===== config.mk =====
export PLATFORM = sky130hd
export DESIGN_NAME = sfla_ctrl
export DESIGN_NICKNAME = d
export VERILOG_FILES = /design/src/sfla_pkg.sv /design/src/sfla_ctrl.sv
export SDC_FILE = /design/constraint.sdc
export NUM_CORES = 1
export LEC_CHECK = 0
export BUFFER_PORTS_ARGS = -buffer_cell sky130_fd_sc_hd__buf_4
export CELL_PAD_IN_SITES_DETAIL_PLACEMENT = 0
export CELL_PAD_IN_SITES_GLOBAL_PLACEMENT = 1
export CORE_AREA = 2 2 39 41
export DETAILED_ROUTE_END_ITERATION = 8
export DIE_AREA = 0 0 41 43
export PLACE_DENSITY = 0.6
export SETUP_SLACK_MARGIN = 0.1
export SYNTH_ARGS = -nofsm -noshare
export SYNTH_HDL_FRONTEND = slang
export SYNTH_SLANG_ARGS = --single-unit

===== constraint.sdc =====
create_clock -name clk -period 1.5 [get_ports clk]
set_input_delay 0.075 -clock clk [delete_from_list [all_inputs] [get_ports clk]]
set_output_delay 0.075 -clock clk [all_outputs]
set_load 0.03 [all_outputs]

===== src/sfla_pkg.sv =====
package sfla_pkg;

  localparam int MODE_W    = 2;
  localparam int SLOT_W    = 16;
  localparam int OFFSET_W  = 30;
  localparam int STATUS_W  = 2;
  localparam int FREE_W    = 11;
  localparam int BSIZE_W   = 21;
  localparam int CAP_W     = 11;
  localparam int PROD_W    = SLOT_W + BSIZE_W;
  localparam int PADDR_W   = 3;
  localparam int PDATA_W   = 32;

  localparam logic [BSIZE_W-1:0] BSIZE_RESET = BSIZE_W'(4096);
  localparam logic [CAP_W-1:0]   CAP_RESET   = CAP_W'(1024);

  localparam logic [MODE_W-1:0] MODE_ACQUIRE = 2'd0;
  localparam logic [MODE_W-1:0] MODE_RELEASE = 2'd1;
  localparam logic [MODE_W-1:0] MODE_LOCATE  = 2'd2;

  localparam logic [STATUS_W-1:0] ST_OK     = 2'd0;
  localparam logic [STATUS_W-1:0] ST_EMPTY  = 2'd1;
  localparam logic [STATUS_W-1:0] ST_RANGE  = 2'd2;
  localparam logic [STATUS_W-1:0] ST_DOUBLE = 2'd3;

  localparam logic REG_SLOT_BYTES = 1'b0;
  localparam logic REG_CAPACITY   = 1'b1;

  typedef struct packed {
    logic restart;
    logic clr;
    logic take;
    logic decide;
    logic finish;
  } sfla_cmd_t;

  typedef struct packed {
    logic clr_done;
    logic out_free;
  } sfla_sts_t;

endpackage


===== src/sfla_ctrl.sv =====
module sfla_ctrl import sfla_pkg::*; (
  input  logic      clk,
  input  logic      rst,
  input  logic      cap_wr,
  input  logic      in_valid,
  output logic      in_ready,
  input  sfla_sts_t sts,
  output sfla_cmd_t cmd
);

  typedef enum logic [3:0] {
    S_CLEAR  = 4'b0001,
    S_IDLE   = 4'b0010,
    S_LOOKUP = 4'b0100,
    S_FINISH = 4'b1000
  } state_t;

  state_t state;
  state_t state_next;

  always_ff @(posedge clk) begin
    if (rst) begin
      state <= S_CLEAR;
    end else begin
      state <= state_next;
    end
  end

  assign in_ready = (state == S_IDLE) && !cap_wr;

  always_comb begin
    state_next  = state;
    cmd         = '0;
    cmd.restart = cap_wr;
    case (state)
      S_CLEAR: begin
        cmd.clr = 1'b1;
        if (sts.clr_done) begin
          state_next = S_IDLE;
        end
      end
      S_IDLE: begin
        if (in_valid && in_ready) begin
          cmd.take   = 1'b1;
          state_next = S_LOOKUP;
        end
      end
      S_LOOKUP: begin
        cmd.decide = 1'b1;
        state_next = S_FINISH;
      end
      S_FINISH: begin
        if (sts.out_free) begin
          cmd.finish = 1'b1;
          state_next = S_IDLE;
        end
      end
      default: begin
        state_next = S_CLEAR;
      end
    endcase
    if (cap_wr) begin
      state_next = S_CLEAR;
    end
  end

endmodule


# After elaboration in Yosys (flattened, before gate mapping)
# Cells that the tools add are included.
# word_totals
output_inout_bits,6
wordCells,23
inputBits,6
reg_bits,4
# classes
muxes,10
reduce_logical,5
eq_ne,7
# ops
op,count
one-hot mux 4 bit (4 select lines),1
2-to-1 mux 4 bit,3
2-to-1 mux 1 bit,6
== test 4 x 1 -> 1 bit (second input constant),1
== test 4 x 2 -> 1 bit (second input constant),1
== test 4 x 3 -> 1 bit (second input constant),1
== test 4 bit (second input constant),1
inequality test 2 bit (second input constant),2
AND reduction 3 bit,1
logical AND 1 bit,2
inequality test 2 x 1 -> 1 bit (second input constant),1
OR reduction 2 bit,1
zero test 1 bit,1

# Longest topological paths before layout
# Gate-level depths: netlist of run 1.
# logic_depth
depth_word,5
mapped_depth,4
mapped_depth_nobuf,3

# Worst setup path before layout of run 1
# OpenSTA, ideal clock, no wires.
# synth_path
kind,register to output
startpoint,register state[1]
endpoint,output port cmd[3] (netlist bit)
slack_ns,-0.097
arrival_time_ns,1.522
required_time_ns,1.425
path_buffers,1
stages_incl_launch_ff,3
path_cell_list,dfxtp_1 > buf_2 > nor4b_1
# synth_lines
element,line,text
start: declaration,sfla_ctrl.sv:18,state_t state;
start signal: assignment,sfla_ctrl.sv:25,state <= state_next;
end: declaration,sfla_ctrl.sv:8,output sfla_cmd_t cmd

==> results of run 1 <==
critical path: stages, from the launching register on:
cell	delay (ns)
sky130_fd_sc_hd__dfxtp_4	0.34
sky130_fd_sc_hd__or4b_4	0.56
sky130_fd_sc_hd__nor2_4	0.10
sky130_fd_sc_hd__buf_6	0.13
cell families after synthesis:
family	after synthesis	synth area share
and+or+nand+nor	19	0.426
DFF	4	0.272
muxes	1	0.0340
AOI/OAI and AO/OA	4	0.106
buffers and inverters	5	0.132
xor gates and xnor gates	1	0.0298
layout make-up:
| class | count | area share |
|---|---|---|
| Multi-Input combinational cell | 25 | 0.415 |
| Timing Repair Buffer | 20 | 0.318 |
| Sequential cell | 4 | 0.182 |
| Clock buffer | 3 | 0.0448 |
| Tap cell | 16 | 0.0398 |
cell usage after synthesis:
master                     count  share of area
sky130_fd_sc_hd__nand3b_1      1          0.026
sky130_fd_sc_hd__nor3_1        1          0.017
sky130_fd_sc_hd__o31ai_1       1          0.026
sky130_fd_sc_hd__o21ai_0       1          0.017
sky130_fd_sc_hd__nor4b_1       4           0.12
sky130_fd_sc_hd__buf_4         3          0.077
sky130_fd_sc_hd__nand2b_1      2          0.043
sky130_fd_sc_hd__a311oi_1      1          0.030
sky130_fd_sc_hd__and2_1        1          0.021
sky130_fd_sc_hd__xnor2_1       1          0.030
sky130_fd_sc_hd__dfxtp_1       4           0.27
sky130_fd_sc_hd__nor2_1        5          0.064
sky130_fd_sc_hd__mux2i_1       1          0.034
sky130_fd_sc_hd__nor4_1        1          0.021
sky130_fd_sc_hd__buf_6         1          0.038
sky130_fd_sc_hd__or3_1         1          0.021
sky130_fd_sc_hd__buf_2         1          0.017
sky130_fd_sc_hd__nor3_2        1          0.034
sky130_fd_sc_hd__nand2_1       1          0.013
sky130_fd_sc_hd__or4b_4        1          0.047
sky130_fd_sc_hd__o22a_2        1          0.034
power by group through the flow:
stage / Clock (W) / Sequential, W / Combinational [W]
floorplan: 0 / 0.000112 / 0.0000373
detailed placement: 0 / 0.000117 / 0.0000534
global route: 0.000162 / 0.000110 / 0.0000739
CTS: 0.000145 / 0.000113 / 0.0000626
finish: 0.000138 / 0.000110 / 0.0000668
global placement: 0 / 0.000117 / 0.0000538
worst min path at each step:
stage | slack, ns | endpoint
CTS | 0.10 | state[0]$_SDFFE_PP1P_
floorplan | 0.14 | state[2]$_SDFFE_PP0P_
detailed placement | 0.26 | state[2]$_SDFFE_PP0P_
global route | 0.11 | state[0]$_SDFFE_PP1P_
finish | 0.11 | state[0]$_SDFFE_PP1P_
global placement | 0.27 | state[2]$_SDFFE_PP0P_
per-stage QoR:
step | setup slack, ns | cell area [um^2] | total power [W] | cells | hold slack [ns]
after CTS | 0.0218 | 462 | 0.000320 | 64 | 0.101
final | 0.0492 | 503 | 0.000315 | 68 | 0.112
after global routing | -0.000191 | 503 | 0.000347 | 68 | 0.110
after global placement | 0.205 | 390 | 0.000171 | 58 | 0.267
after detailed placement | 0.192 | 390 | 0.000170 | 58 | 0.258
after floorplan | 0.146 | 312 | 0.000149 | 34 | 0.145
timing repair:
action / 4_1_cts / 5_1_grt
resized for setup: 8 / 3
hold buffers: 1 / 0
pin swaps: 2 / 1
endpoints found under the setup margin: 3 / 3
hold endpoints to repair: 1 / 0
buffers inserted: 2 / 4
routing by layer:
metal	track usage	wire (um)	up-vias
met1	0.147	365	145
met5	0	0	-
met3	0.0471	47	0
li1	-	-	161
met2	0.163	392	15
met4	0.100	0	0
==> run summary, run 1 <==
STA
--------------------------------------------------------------------------------------
Max Transition Viols Final                                                           0
Worst slew margin relative to its limit                                          0.829
Measured slew at the worst slew-check pin                                     0.254 ns
Maximum achievable frequency                                                   689 MHz
Hold Violations, Final                                                               0
Minimum period implied by the final worst setup slack                          1.45 ns
Setup repair after global routing missed its margin                                yes
Final-layout setup total negative slack                                           0 ns
Final cycle utilization of the critical path                                     0.967
Endpoints failing setup                                                              0
Setup Skew                                                                  0.00581 ns

ROUTE
--------------------------------------------------------------------------------------
First-pass iteration count of the detailed router                                    4
Wire length after detailed routing                                              806 um
DRC                                                                                  0
Number of vias per cell                                                           4.72
Via count                                                                          321
ANT nets after route                                                                 0
Average wire per cell in the routed design                                     11.9 um
First-iteration detailed-routing DRC count                                           2

SETUP PATH
--------------------------------------------------------------------------------------
Launch instance of the worst register-to-register path                    state[0]$_SDFFE_PP1P_
Endpoint of the most critical setup path                                        cmd[2]
CP Class                                                                  flip-flop to output port
RR Endpoint                                                               state[2]$_SDFFE_PP0P_
Worst setup SP type                                                          flip-flop
CP Data Arrival Time                                                           1.38 ns
Launch point of the worst path                                            state[0]$_SDFFE_PP1P_
Worst r2r path cells                                                                 3
Critical path peak fanout                                                            4
WP data required                                                               1.42 ns
Internal reg-to-reg setup slack                                                0.22 ns
Endpoint type of the worst setup path                                      output port

FINISH
--------------------------------------------------------------------------------------
Final-layout fill cell count                                                       154
Fin nets                                                                            60
Fraction of final layout cells with drive strength greater than 1                0.635
Area Overhead vs Synth                                                           71.1%
Largest registers                                                             state x4
Core utilization of the finished layout                                          0.363
Footprint of the flip-flops and latches                                      91.3 um^2
Flip-flop count of the largest register, all copies and words added                  4
Commonest cells after routing, fill and taps aside                        sky130_fd_sc_hd__buf_4, sky130_fd_sc_hd__nor4b_2, sky130_fd_sc_hd__nor2_1, sky130_fd_sc_hd__clkbuf_4, sky130_fd_sc_hd__dfxtp_4
Top reg by flops                                                                 state
Multi-input combinational cell area                                           209 um^2
Commonest non-fill, non-tap cell in the layout                            sky130_fd_sc_hd__buf_4
Number of inserted diodes                                                            0

FLOORPLANNING
--------------------------------------------------------------------------------------
Number of ports placed on the die boundary                                          12
Row count                                                                           14
Initial core utilization                                                         0.212
Die Area                                                                     1760 um^2
Core region area                                                             1380 um^2
Width of the chip                                                                41 um
Die boundary height                                                              43 um

POWER
--------------------------------------------------------------------------------------
Cell Int Power                                                              0.000231 W
Logic gate share of total power                                                  0.212
Share of total power in the clock network                                        0.438
Switch share                                                                     0.266
Power Density                                                              627 nW/um^2
Peak supply drop                                                              0.250 mV
Switching component of the power                                           0.0000838 W
Static leakage                                                                0.195 nW
Register share of total power                                                    0.350

CLOCK TREE
--------------------------------------------------------------------------------------
Clock tree from TritonCTS                                                          yes
Number of buffers inserted during clock tree synthesis                               3
H-tree depth                                                                         1
Clock-pin slew on the worst setup and hold paths                               0.04 ns
Bufs on Longest Clock Path                                                           2
Clock tree root driver cell                                               sky130_fd_sc_hd__clkbuf_4
Clock sink count                                                                     4
Clock insertion delay at the later pin of the skew report                      0.24 ns

GLOBAL ROUTE
--------------------------------------------------------------------------------------
Global-route wire length before repair                                         1.39 mm
Total global routing track utilization                                           0.122
Overall overflow remaining after global route                                        0
Antenna violations before repair                                                     0
Via count of the first global-routing pass                                         339
Maximum number of pins on one net before global-route repair                        10

MIN PATH
--------------------------------------------------------------------------------------
Launch instance of the worst min-delay path                                     cap_wr
Hold Path Cell Cnt                                                                   3
Type of the most critical hold path                                       primary input to flip-flop

YOSYS
--------------------------------------------------------------------------------------
Total of warnings raised by yosys                                                    0
FF+latch count, synth                                                                4
Number of distinct standard cells referenced by the synthesized netlist             21
Synth Cell Area                                                               294 um^2
Post-Syn Nets                                                                       40
Cell count after synthesis                                                          34
Register area share after synthesis                                              0.272
Mean Syn Cell Area                                                           8.65 um^2

PLACEMENT
--------------------------------------------------------------------------------------
HPWL reported at the end of detailed placement                                  481 um
IO buf count                                                                        11
Final GP Congestion                                                              0.655

OUTCOME
--------------------------------------------------------------------------------------
Result of the run                                                         finished, final reports clean

JOB
--------------------------------------------------------------------------------------
Number of maximum-capacitance constraint violations                                  0

No activity file was read; power rests on OpenSTA's default activity.
==> inputs of run 2 (changes only) <==
- SETUP_SLACK_MARGIN: 0.1 -> not set
==> run summary, run 2 (same netlist as run 1, synthesis figures left out) <==
OUTCOME
----------------------------------------------------------------------------------
Result of the run                                                     finished, final reports clean   unchanged

FINISH
----------------------------------------------------------------------------------
Final-layout fill cell count                                                   144   was 154
Top reg by flops                                                             state   unchanged
Largest registers                                                         state x4   unchanged
Area Overhead vs Synth                                                       58.3%   was 71.1%
Number of inserted diodes                                                        0   unchanged
Commonest non-fill, non-tap cell in the layout                        sky130_fd_sc_hd__buf_4   unchanged
Commonest cells after routing, fill and taps aside                    sky130_fd_sc_hd__buf_4, sky130_fd_sc_hd__nor2_1, sky130_fd_sc_hd__clkbuf_4   was sky130_fd_sc_hd__buf_4, sky130_fd_sc_hd__nor4b_2, sky130_fd_sc_hd__nor2_1, sky130_fd_sc_hd__clkbuf_4, sky130_fd_sc_hd__dfxtp_4
Fin nets                                                                        56   was 60
Fraction of final layout cells with drive strength greater than 1            0.583   was 0.635
Flip-flop count of the largest register, all copies and words added              4   unchanged

ROUTE
----------------------------------------------------------------------------------
Number of vias per cell                                                       4.75   was 4.72
Via count                                                                      304   was 321
First-iteration detailed-routing DRC count                                      19   was 2
ANT nets after route                                                             0   unchanged
Detailed-routed wire length on met2                                         356 um   was 392 um
DRC                                                                              0   unchanged
Wire length after detailed routing                                          752 um   was 806 um
WL met3                                                                      35 um   was 47 um
Post-Route M1 WL                                                            361 um   was 365 um
Highest metal used                                                            met3   unchanged
Average wire per cell in the routed design                                 11.8 um   was 11.9 um
First-pass iteration count of the detailed router                                4   unchanged

STA
----------------------------------------------------------------------------------
Setup Skew                                                              0.00214 ns   was 0.00581 ns
Measured slew at the worst slew-check pin                                 0.366 ns   was 0.254 ns
Worst setup slack after layout                                           0.0177 ns   was 0.0492 ns
Worst slew margin relative to its limit                                      0.753   was 0.829
Maximum achievable frequency                                               675 MHz   was 689 MHz
Max Transition Viols Final                                                       0   unchanged
Hold Violations, Final                                                           0   unchanged
Hold Worst Slack                                                          0.106 ns   was 0.112 ns
Setup repair after global routing missed its margin                            yes   unchanged
Endpoints failing setup                                                          0   unchanged
Final-layout setup total negative slack                                       0 ns   unchanged
Final cycle utilization of the critical path                                 0.988   was 0.967
Minimum period implied by the final worst setup slack                      1.48 ns   was 1.45 ns

PLACEMENT
----------------------------------------------------------------------------------
HPWL reported at the end of detailed placement                              508 um   was 481 um
IO buf count                                                                    11   unchanged
Final GP Congestion                                                          0.684   was 0.655
DP Worst Slack                                                            0.202 ns   was 0.192 ns

SETUP PATH
----------------------------------------------------------------------------------
CP Data Arrival Time                                                       1.41 ns   was 1.38 ns
Combined buffer and inverter count along the critical path                       1   unchanged
Worst r2r path cells                                                             2   was 3
Cell at the slowest stage of the critical path                        sky130_fd_sc_hd__or4b_4   unchanged
Endpoint type of the worst setup path                                  output port   unchanged
Launch instance of the worst register-to-register path                state[0]$_SDFFE_PP1P_   unchanged
Peak per-stage delay on the critical path                                  0.56 ns   about the same
Internal reg-to-reg setup slack                                            0.35 ns   was 0.22 ns
CP Class                                                              flip-flop to output port   unchanged
RR Endpoint                                                           state[2]$_SDFFE_PP0P_   unchanged
WP data required                                                           1.42 ns   about the same
Worst setup SP type                                                      flip-flop   unchanged
Family with the most delay on the worst path                          simple AND/OR/NAND/NOR gates   unchanged
Cell-by-cell trace of the critical path                               or4b_4, nor2_4, buf_6   unchanged
Critical path peak fanout                                                        6   was 4
Crit. path cell count                                                            3   unchanged

GLOBAL ROUTE
----------------------------------------------------------------------------------
Total global routing track utilization                                      0.0934   was 0.122
Overall overflow remaining after global route                                    0   unchanged
Maximum number of pins on one net before global-route repair                    11   was 10
Antenna violations before repair                                                 0   unchanged
Global-route wire length before repair                                     1.05 mm   was 1.39 mm
Via count of the first global-routing pass                                     250   was 339

POWER
----------------------------------------------------------------------------------
Total power after layout                                                0.000306 W   was 0.000315 W
Peak supply drop                                                          0.234 mV   was 0.250 mV
Static leakage                                                            0.178 nW   was 0.195 nW
Power Density                                                          657 nW/um^2   was 627 nW/um^2

CLOCK TREE
----------------------------------------------------------------------------------
Clock tree from TritonCTS                                                      yes   unchanged
Clock tree root driver cell                                           sky130_fd_sc_hd__clkbuf_4   unchanged
Bufs on Longest Clock Path                                                       2   unchanged
Clock insertion delay at the later pin of the skew report                  0.23 ns   was 0.24 ns
H-tree depth                                                                     1   unchanged
Number of buffers inserted during clock tree synthesis                           3   unchanged
Clock-pin slew on the worst setup and hold paths                           0.03 ns   was 0.04 ns
Clock sink count                                                                 4   unchanged

FLOORPLANNING
----------------------------------------------------------------------------------
Die Area                                                                 1760 um^2   unchanged
Die boundary height                                                          43 um   unchanged
Initial core utilization                                                     0.212   unchanged
Width of the chip                                                            41 um   unchanged
Number of ports placed on the die boundary                                      12   unchanged
Row count                                                                       14   unchanged
Core region area                                                         1380 um^2   unchanged

MIN PATH
----------------------------------------------------------------------------------
Type of the most critical hold path                                   primary input to flip-flop   unchanged
Hold Path Cell Cnt                                                               3   unchanged
Launch instance of the worst min-delay path                                 cap_wr   unchanged
Capture endpoint of the worst hold path                               state[0]$_SDFFE_PP1P_   unchanged

JOB
----------------------------------------------------------------------------------
Number of maximum-capacitance constraint violations                              0   unchanged

run 2: final cells by class:
class | instances | area, um^2 | share of cell area
clock buffer | 3 | 22.5 | 0.0484
multi-input combinational | 25 | 198 | 0.425
sequential | 4 | 90.1 | 0.194
tap | 16 | 20.0 | 0.0430
timing repair buffer | 16 | 135 | 0.290
run 2: through the flow:
stage	cell area (um^2)	instances	utilization
after floorplan	307	34	-
after global placement	385	58	0.278
after detailed placement	385	58	0.278
after CTS	423	62	0.306
after global routing	465	64	0.336
final	465	64	0.336
run 2: worst max-delay path by stage:
| stage | from | to | slack, ns |
|---|---|---|---|
| finish | state[0]$_SDFFE_PP1P_ | cmd[2] | 0.02 |
| global route | state[0]$_SDFFE_PP1P_ | in_ready | -0.02 |
| CTS | state[0]$_SDFFE_PP1P_ | in_ready | -0.0007 |
| detailed placement | state[0]$_SDFFE_PP1P_ | cmd[2] | 0.20 |
| global placement | state[0]$_SDFFE_PP1P_ | cmd[2] | 0.20 |
| floorplan | state[3]$_SDFFE_PP0P_ | cmd[2] | 0.03 |
run 2: tightest hold or removal path, stage by stage:
cell                      delay, ns
sky130_fd_sc_hd__buf_4         0.11
sky130_fd_sc_hd__nor2_1        0.06
sky130_fd_sc_hd__o31ai_1       0.06
run 2: power by group:
group	internal (W)	total (W)	switching, W
Combinational	0.0000323	0.0000625	0.0000302
Clock	0.0000894	0.000132	0.0000425
Sequential	0.000107	0.000111	0.00000399
run 2: routing by layer:
layer	global-route usage	vias up
li1	-	154
met1	0.116	141
met2	0.113	9
met3	0.0628	0
met4	0.0600	0
met5	0	-
run 2: repair_timing:
action                                  in CTS  in global routing
setup buffers                                0                  2
pin swaps                                    0                  0
hold endpoints to repair                     1                  0
endpoints found under the setup margin       2                  2
gates cloned                                 0                  0
hold buffers                                 1                  0
gates resized for setup                      3                  8
